`src/zrld_pkg.sv`:
```
// Package for the zero run-length decoder: field widths, sequencer state
// and the command/status structs between the sequencer and position unit.
// No dependencies.
`default_nettype none
package zrld_pkg;

  localparam int unsigned RUN_W  = 6;
  localparam int unsigned COEF_W = 16;
  localparam int unsigned CFG_W  = 7;

  typedef enum logic {
    ST_IDLE,
    ST_RUN
  } zrld_state_t;

  // command from sequencer to position unit
  typedef struct packed {
    logic norm;   // start of a pair: wrap position if it lies past the block
    logic step;   // one sample went out: advance or wrap
  } zrld_pos_cmd_t;

  // status from position unit to sequencer
  typedef struct packed {
    logic at_end; // current position is the last sample of the block
  } zrld_pos_stat_t;

endpackage : zrld_pkg
`default_nettype wire

```
`src/zrld_pos.sv`:
```
// Block position counter with its shared compare logic.
// Depends on zrld_pkg.
`default_nettype none
module zrld_pos
  import zrld_pkg::*;
#(
  parameter int unsigned LW = 7
) (
  input  wire logic           clk,
  input  wire logic           rst,
  input  wire logic [LW-1:0]  len,
  input  zrld_pos_cmd_t       cmd,
  output zrld_pos_stat_t      stat
);

  logic [LW-1:0] pos;
  logic [LW-1:0] pos_next;
  logic [LW:0]   pos_inc;

  assign pos_inc     = {1'b0, pos} + {{LW{1'b0}}, 1'b1};
  assign stat.at_end = (pos_inc == {1'b0, len});

  always_comb begin
    pos_next = pos;
    if (cmd.norm) begin
      if (pos >= len) pos_next = '0;
    end else if (cmd.step) begin
      pos_next = stat.at_end ? '0 : pos_inc[LW-1:0];
    end
  end

  always_ff @(posedge clk) begin
    if (rst) begin
      pos <= '0;
    end else begin
      pos <= pos_next;
    end
  end

endmodule : zrld_pos
`default_nettype wire

```
`src/zrld_ctrl.sv`:
```
// Sequencer: holds one pair, emits one sample per step, drives the
// position unit. Depends on zrld_pkg.
`default_nettype none
module zrld_ctrl
  import zrld_pkg::*;
(
  input  wire logic                     clk,
  input  wire logic                     rst,
  input  wire logic                     accept,
  input  wire logic [RUN_W-1:0]         zero_run,
  input  wire logic signed [COEF_W-1:0] coefficient,
  input  wire logic                     end_of_block,
  input  wire logic                     out_free,
  input  zrld_pos_stat_t                stat,
  output zrld_pos_cmd_t                 cmd,
  output logic                          ready,
  output logic                          emit,
  output logic signed [COEF_W-1:0]      sample,
  output logic                          last_of_item,
  output logic                          block_end,
  output logic                          overflow
);

  zrld_state_t               state;
  zrld_state_t               state_next;
  logic [RUN_W-1:0]          cnt;
  logic signed [COEF_W-1:0]  coef;
  logic                      eob;
  logic                      zero_phase;
  logic                      done;

  assign zero_phase = eob || (cnt != '0);
  assign done       = zero_phase ? stat.at_end : 1'b1;

  // next state
  always_comb begin
    state_next = state;
    unique case (state)
      ST_IDLE: if (accept) state_next = ST_RUN;
      ST_RUN:  if (emit && done) state_next = ST_IDLE;
      default: state_next = ST_IDLE;
    endcase
  end

  // outputs
  always_comb begin
    ready        = 1'b0;
    emit         = 1'b0;
    sample       = '0;
    last_of_item = 1'b0;
    block_end    = 1'b0;
    overflow     = 1'b0;
    cmd.norm     = 1'b0;
    cmd.step     = 1'b0;
    unique case (state)
      ST_IDLE: begin
        ready    = 1'b1;
        cmd.norm = accept;
      end
      ST_RUN: begin
        emit         = out_free;
        cmd.step     = out_free;
        sample       = zero_phase ? '0 : coef;
        last_of_item = done;
        block_end    = stat.at_end;
        // a run that hits the block end drops the pair's value
        overflow     = zero_phase && stat.at_end && !eob;
      end
      default: ;
    endcase
  end

  always_ff @(posedge clk) begin
    if (rst) begin
      state <= ST_IDLE;
    end else begin
      state <= state_next;
    end
  end

  always_ff @(posedge clk) begin
    if (accept) begin
      cnt  <= zero_run;
      coef <= coefficient;
      eob  <= end_of_block;
    end else if (emit && zero_phase && (cnt != '0)) begin
      cnt <= cnt - {{(RUN_W-1){1'b0}}, 1'b1};
    end
  end

endmodule : zrld_ctrl
`default_nettype wire

```
`src/zero_run_length_decoder.sv`:
```
// Top level of the zero run-length decoder: config register, block length
// clamp, output register. Depends on zrld_pkg, zrld_pos, zrld_ctrl.
//
// channel   dir  bits  fields (low bit first)
// --------  ---  ----  -----------------------------------------------
// s_*       in   24+1  tdata: zero_run[5:0], coefficient[21:6], pad
//                      tuser: end_of_block
// m_*       out  16+3  tdata: sample; tlast: last_of_item
//                      tuser: block_end, overflow
// cfg_*     in   7     block_length, written when cfg_wen is high
//
// Flow: a pair gives run+1 samples (block remainder for end-of-block or
// a run that reaches the block end), one sample per cycle from the
// sequencer while m_* is not stalled, then idle takes the next pair.
// The output register lets the next sample form while the last one waits.
// Backpressure on m_* freezes the sequencer; s_tready is low while a pair
// is being expanded.
// Reset (rst, synchronous): block_length 64, position 0, channels empty.
`default_nettype none
module zero_run_length_decoder
  import zrld_pkg::*;
#(
  parameter int unsigned MAX_BLOCK = 64
) (
  input  wire logic              clk,
  input  wire logic              rst,
  // input pairs
  input  wire logic              s_tvalid,
  output logic                   s_tready,
  input  wire logic [23:0]       s_tdata,   // zero_run, coefficient, zero pad
  input  wire logic [0:0]        s_tuser,   // end_of_block
  // decoded samples
  output logic                   m_tvalid,
  input  wire logic              m_tready,
  output logic [15:0]            m_tdata,   // sample
  output logic                   m_tlast,   // last_of_item
  output logic [1:0]             m_tuser,   // block_end, overflow
  // configuration
  input  wire logic              cfg_wen,
  input  wire logic [CFG_W-1:0]  cfg_wdata  // block_length
);

  localparam int unsigned LW = $clog2(MAX_BLOCK + 1);

  logic [CFG_W-1:0]          block_length;
  logic [LW-1:0]             len;
  logic                      accept;
  logic                      out_free;
  zrld_pos_cmd_t             cmd;
  zrld_pos_stat_t            stat;
  logic                      emit;
  logic signed [COEF_W-1:0]  sample;
  logic                      last_of_item;
  logic                      block_end;
  logic                      overflow;

  always_ff @(posedge clk) begin
    if (rst) begin
      block_length <= CFG_W'(64);
    end else if (cfg_wen) begin
      block_length <= cfg_wdata;
    end
  end

  // effective length: block_length saturated to 1..MAX_BLOCK
  always_comb begin
    if (block_length == '0) begin
      len = LW'(1);
    end else if (32'(block_length) >= MAX_BLOCK) begin
      len = LW'(MAX_BLOCK);
    end else begin
      len = LW'(block_length);
    end
  end

  assign accept   = s_tvalid && s_tready;
  assign out_free = !m_tvalid || m_tready;

  zrld_pos #(
    .LW (LW)
  ) u_pos (
    .clk  (clk),
    .rst  (rst),
    .len  (len),
    .cmd  (cmd),
    .stat (stat)
  );

  zrld_ctrl u_ctrl (
    .clk          (clk),
    .rst          (rst),
    .accept       (accept),
    .zero_run     (s_tdata[5:0]),
    .coefficient  (s_tdata[21:6]),
    .end_of_block (s_tuser[0]),
    .out_free     (out_free),
    .stat         (stat),
    .cmd          (cmd),
    .ready        (s_tready),
    .emit         (emit),
    .sample       (sample),
    .last_of_item (last_of_item),
    .block_end    (block_end),
    .overflow     (overflow)
  );

  // output register: loads a new sample whenever the slot is free
  always_ff @(posedge clk) begin
    if (rst) begin
      m_tvalid <= 1'b0;
    end else if (out_free) begin
      m_tvalid <= emit;
    end
  end

  always_ff @(posedge clk) begin
    if (emit) begin
      m_tdata <= sample;
      m_tlast <= last_of_item;
      m_tuser <= {overflow, block_end};
    end
  end

endmodule : zero_run_length_decoder
`default_nettype wire
```
`config.mk`:
```
export PLATFORM = sky130hd
export DESIGN_NAME = zero_run_length_decoder
export DESIGN_NICKNAME = d
export VERILOG_FILES = /design/src/zrld_pkg.sv /design/src/zrld_pos.sv /design/src/zrld_ctrl.sv /design/src/zero_run_length_decoder.sv
export SDC_FILE = /design/constraint.sdc
export NUM_CORES = 1
export LEC_CHECK = 0
export BUFFER_PORTS_ARGS = -buffer_cell sky130_fd_sc_hd__buf_4
export CORE_MARGIN = 3
export CORE_UTILIZATION = 54
export CTS_BUF_LIST = sky130_fd_sc_hd__clkbuf_16
export DETAILED_ROUTE_END_ITERATION = 7
export GPL_TIMING_DRIVEN = 0
export PLACE_DENSITY = 0.83
export SLEW_MARGIN = 20
export SYNTH_ARGS = -nofsm -noshare
export SYNTH_HDL_FRONTEND = slang
export SYNTH_SLANG_ARGS = --single-unit
```
`constraint.sdc`:
```
create_clock -name clk -period 3.1 [get_ports clk]
set_clock_uncertainty 0.1 [all_clocks]
set_input_delay 0.62 -clock clk [delete_from_list [all_inputs] [get_ports clk]]
set_output_delay 0.62 -clock clk [all_outputs]
set_load 0.05 [all_outputs]
```
== After elaboration in Yosys (flattened, before gate mapping) ==
Cells that the tools add are included.
Storage, ports and cells
  input port bits: 37
  flip-flop bits (word level): 58
  output and inout bits: 21
  word-level logic and storage cells: 48
  memories: 0
  bits in read-only memories: 0
  latch bits: 0
  memory bits (writable): 0
Cells by class
  equal/unequal tests: 2
  bitwise gates (word level): 1
  reductions and logical operators: 16
  $mul: 0
  magnitude comparators: 2
  mux-type cells: 15
  divide/modulo/power cells: 0
  shift operators: 0
  $add $sub $neg: 2
Operators with widths (count)
  7-bit two-way mux: 6
  6-bit two-way mux: 2
  7-bit by 1-bit adder with 8-bit output, second input constant: 1
  8-bit by 7-bit == test with 1-bit output: 1
  7-bit greater-or-equal comparator: 1
  7-bit greater-or-equal comparator, second input constant: 1
  7-bit logical NOT: 1
  1-bit logical AND: 6
  1-bit two-way mux: 6
  6-bit nonzero test: 1
  6-bit by 1-bit subtractor with 6-bit output, second input constant: 1
  2-bit nonzero test: 2
  1-bit logical NOT: 2
  1-bit logical OR: 2
  2-bit by 1-bit != test with 1-bit output, second input constant: 1
  1-bit case mux with 2 select lines: 1
  2-bit AND reduction: 1
  2-bit OR reduction: 1
  1-bit NOT: 1

== Logic depth before layout (Yosys ltp) ==
  depth after elaboration: 8
  gate-level depth with buffers: 10
  mapped depth without buffers: 10

== Modules after synthesis ==
Synthesis repeated with hierarchy kept, for this count alone.
Unflattened totals
  cells, all modules: 218
  area total of the unflattened synthesis: 2706.3 um^2
By module, submodules not included
  zrld_ctrl: instances 1, area each 1062.3 um^2, cells an instance 79, seq. area each 710.7 um^2
  zero_run_length_decoder: instances 1, area each 922.1 um^2, cells an instance 56, seq. area each 730.7 um^2
  zrld_pos: instances 1, area each 721.9 um^2, cells an instance 83, seq. area each 140.1 um^2

== Least setup slack after synthesis ==
No wires, ideal clock.
  kind: register to register
  from: register u_pos.pos[0]
  to: register u_pos.pos[5]
  period minus slack after synthesis: 2.332 ns
  required time: 2.863 ns
  path slack: 0.768 ns
  data arrival time: 2.095 ns
  library setup time: 0.137 ns
  path buffers: 1
  stages on the path, launching flop included: 9
  path through: dfxtp_1 > ha_1 > nand3_4 > o21a_1 > or4_1 > and3_1 > buf_6 > o311ai_0 > o211ai_1
On the way
  longest elaborated chain between the ends: 5
  elaborated cells between the ends (all ways): 8
  classes of those cells: add/sub (1); order compare (1); eq/ne (2); mux (3); reduce/logical (1)
Ends and longest elaborated chain
  from (decl): RTL line zrld_pos.sv:16  | logic [LW-1:0] pos;
  from (signal assigned): RTL line zrld_pos.sv:36  | pos <= pos_next;
  7-bit by 1-bit adder with 8-bit output: RTL line zrld_pos.sv:20  | assign pos_inc = {1'b0, pos} + {{LW{1'b0}}, 1'b1};
  8-bit by 7-bit == test with 1-bit output: RTL line zrld_pos.sv:21  | assign stat.at_end = (pos_inc == {1'b0, len});
  7-bit two-way mux: RTL line zrld_pos.sv:28  | pos_next = stat.at_end ? '0 : pos_inc[LW-1:0];
  7-bit two-way mux: RTL line zrld_pos.sv:27  | end else if (cmd.step) begin
  7-bit two-way mux: RTL line zrld_pos.sv:25  | if (cmd.norm) begin
Several ways; a longest one is shown, not always the timed one. The select of a mux whose other input is x is not followed.
A chain may end at the register's enable or synchronous reset.

== Worst setup path in the final report ==
  from: register u_ctrl.cnt[0]
  to: register m_tdata[9] (data pin)
On the way
  longest elaborated chain between the ends: 3
Ends and longest elaborated chain
  from (decl): RTL line zrld_ctrl.sv:26  | logic [RUN_W-1:0] cnt;
  from (signal assigned): RTL line zrld_ctrl.sv:83  | cnt <= zero_run;
  from (signal assigned): RTL line zrld_ctrl.sv:87  | cnt <= cnt - {{(RUN_W-1){1'b0}}, 1'b1};
  6-bit nonzero test: RTL line zrld_ctrl.sv:32  | assign zero_phase = eob || (cnt != '0);
  1-bit logical OR: RTL line zrld_ctrl.sv:32
  2-bit OR reduction (no source line)
  to (signal assigned): RTL line zero_run_length_decoder.sv:118  | m_tdata <= sample;
  to (decl): RTL line zero_run_length_decoder.sv:35  | output logic [15:0] m_tdata,
No other way between the ends.

==> results.md <==
- Outcome: complete, no violations
- Syn Nets: 265
- Clock Power Share: 0.449
- DP HPWL: 3.573 mm
- Final Non-Filler Cells: 354
- PortBufs: 54
- Num CTS Buffers: 9
- Final hold slack: 373.8 ps
- Hold Crit Depth: 1
- Row cnt: 24
- DR top layer: met4
- CTS Hold Bufs: 0
- Util after Layout: 0.7588
- CTS root buf: clkbuf_16
- Core box area: 4534 sq um
- Max H-tree Level: 3
- Slew margin rel.: 0.3477
- Pin count of the biggest net entering global routing: 27
- Ys flop type: edfxtp_1
- Pwr Density: 655.2 nW/um^2
- Count of final setup violators: 0
- Leak Pwr: 1.392 nW
- Global-route wire length before repair: 8.521 mm
- Multi-input gate area in the final layout: 1005 sq um
- Switching power: 0.5408 mW
- Top cells by area, synth: edfxtp_1 48%, dfxtp_1 12%, ha_1 4.3%
- Initial Util: 0.5828
- Setup crit end kind: flip-flop
- Residual DRC: 0
- CTS tree: yes
- # clock sinks: 58
- Reg clk slew, reported paths: 50 ps
- Number of flops mapped to enable cells by yosys: 42
- Worst VDD drop: 0.4932 mV
- Routed Antenna Nets: 0
- Vias in the first global route: 1844
- Met3 WL: 240 um
- Gr usage total: 0.1884
- Reg2Reg Depth: 7
- Asr flop ratio synth: 0
- Tcrit/Tclk final: 0.8692
- Placer Congestion: 0.8136
- Sequential share of power: 0.419
- Total wire length: 5.091 mm
- Sequential cell area: 1582 sq um
- Final Slew Violations: 0
- Fin Setup TNS: 0 ps
- Int Pwr: 1.714 mW
- Clk buf depth: 2
- Final hold violation count: 0
- Post_cts resized: 0
- Overall die width: 75.96 um
- Placed Instances: 338
- Total number of vias: 1850
- Post-Route M1 WL: 2.168 mm
- Initial antenna violation count: 0
- Nets@finish: 330
- Post-CTS Setup Repair Bufs: 0
- Synthesized area per cell: 12.07 sq um
- Routed wl met2: 2.520 mm
- CP required: 3190 ps
- Die outline area: 5769 sq um
- Drt pass-1 iters: 4
- FF+latch count, synth: 58
- Sw frac: 0.2399
- Synth warn: 0
- CP arrival: 2780 ps
- Die Ht: 75.96 um
- Post-Syn Instances: 219
- Sequential share of the synthesized area: 0.5985
- Actual slew at the worst max-slew pin: 976.3 ps
- # diodes: 0
- Total gr overflow: 0
- Logic gate share of total power: 0.133
- F_max: 371.1 MHz
- Setup repair after global routing missed its margin: false
- Post-synth top area cell: edfxtp_1
- Leading cell types in the layout, fill and taps excluded: 54 x buf_4, 42 x edfxtp_1, 21 x nor2_1
- DR iter-0 viols: 75
- Layout cell share with drive strength beyond 1: 0.2630
- Crit path launch type: flip-flop
- Worst-path maximum fanout: 10
- Hold WC Path Type: primary input to flip-flop
- Filler cells: 292
- Max-Cap Viols: 0
- Commonest non-fill, non-tap cell in the layout: buf_4
- Setup CP Type: flip-flop to flip-flop
- WL per Instance: 14.38 um
- # IOs: 58
- Netlist cell types: 42
- Post-Synthesis Cell Area: 2643 sq um
- Area share of the largest cell type after synthesis: 0.4773
- Synth-to-layout area growth: 30.21%
- Worst-Skew Late Latency: 320 ps
- Fin crit period: 2695 ps
- Vias per inst: 5.226
==> registers in the layout, indices dropped and copies added (netlist names) <==
name,count
block_length,7
u_pos.pos,7
u_ctrl.eob,1
m_tlast,1
u_ctrl.state,1
u_ctrl.coef,16
u_ctrl.cnt,6
m_tvalid,1
m_tdata,16
m_tuser,2
==> Yosys cell counts, types with 2 or more instances <==
cell type / number
nand2_1: 17
nand3_1: 5
xnor2_1: 7
a21oi_1: 3
inv_1: 8
clkbuf_1: 4
nand2b_1: 4
edfxtp_1: 42
dfxtp_1: 16
o21ai_0: 16
nor2b_1: 2
and3_1: 2
ha_1: 9
nor3_1: 6
nor2_1: 21
o311ai_0: 6
and2_1: 16
a21o_1: 2
o211ai_1: 3
xor2_1: 3
mux2i_1: 6
==> critical path, cell delays in order (launching register included) <==
cell and delay [ps]:
edfxtp_1 410, inv_1 90, ha_1 190, nand2_1 100, nor3_1 300, nor3b_1 840
clkbuf_1 340, and2_1 190
==> path summary, 6_finish.rpt <==
check                                     from               to  slack [ps]
worst max-delay path             u_ctrl.cnt[0]       m_tdata[9]         410
worst min-delay path               s_tdata[19]  u_ctrl.coef[13]         370
worst max register to register   u_ctrl.cnt[0]       m_tdata[9]         410
worst min register to register  u_ctrl.coef[6]       m_tdata[6]         410
==> through the flow <==
step / total power, mW / area (sq um) / setup slack (ps)
after global routing: 2.328 / 3441 / 223.2
after floorplan: 1.152 / 2643 / 768.1
after global placement: 1.246 / 3129 / 352.0
after CTS: 2.267 / 3440 / 377.0
after detailed placement: 1.256 / 3129 / 316.6
final: 2.255 / 3441 / 405.4
==> area by class of cell <==
class,instances,area share
tap,65,0.02364
sequential,58,0.4596
clock inverter,7,0.02473
inverter,8,0.008727
timing repair buffer,54,0.1178
buffer,5,0.008000
clock buffer,9,0.06545
multi-input combinational,148,0.2920
==> logic make-up (layout without fill, tap and decap cells) <==
| group | Yosys count | after routing | share of synthesized area |
|---|---|---|---|
| simple gates | 83 | 83 | 0.1709 |
| flops | 58 | 58 | 0.5985 |
| compound gates | 38 | 38 | 0.09659 |
| buf+inv | 13 | 83 | 0.02131 |
| xor+xnor | 11 | 11 | 0.04309 |
| fa+ha+maj | 9 | 9 | 0.04261 |
| mux | 7 | 7 | 0.02699 |
==> power by group through the flow <==
stage,Sequential (mW),Combinational (mW),Clock [mW]
after floorplan,1.02,0.132,0
after global placement,0.955,0.290,0
after detailed placement,0.958,0.297,0
after CTS,0.945,0.301,1.02
after global routing,0.952,0.323,1.05
final,0.944,0.299,1.01
==> metal layers <==
layer	vias to the layer above	global-route usage
li1	931	-
met1	854	0.2218
met2	52	0.3174
met3	13	0.04265
met4	0	0.1087
met5	-	0
Note: power is estimated with default switching activity, not from simulation.
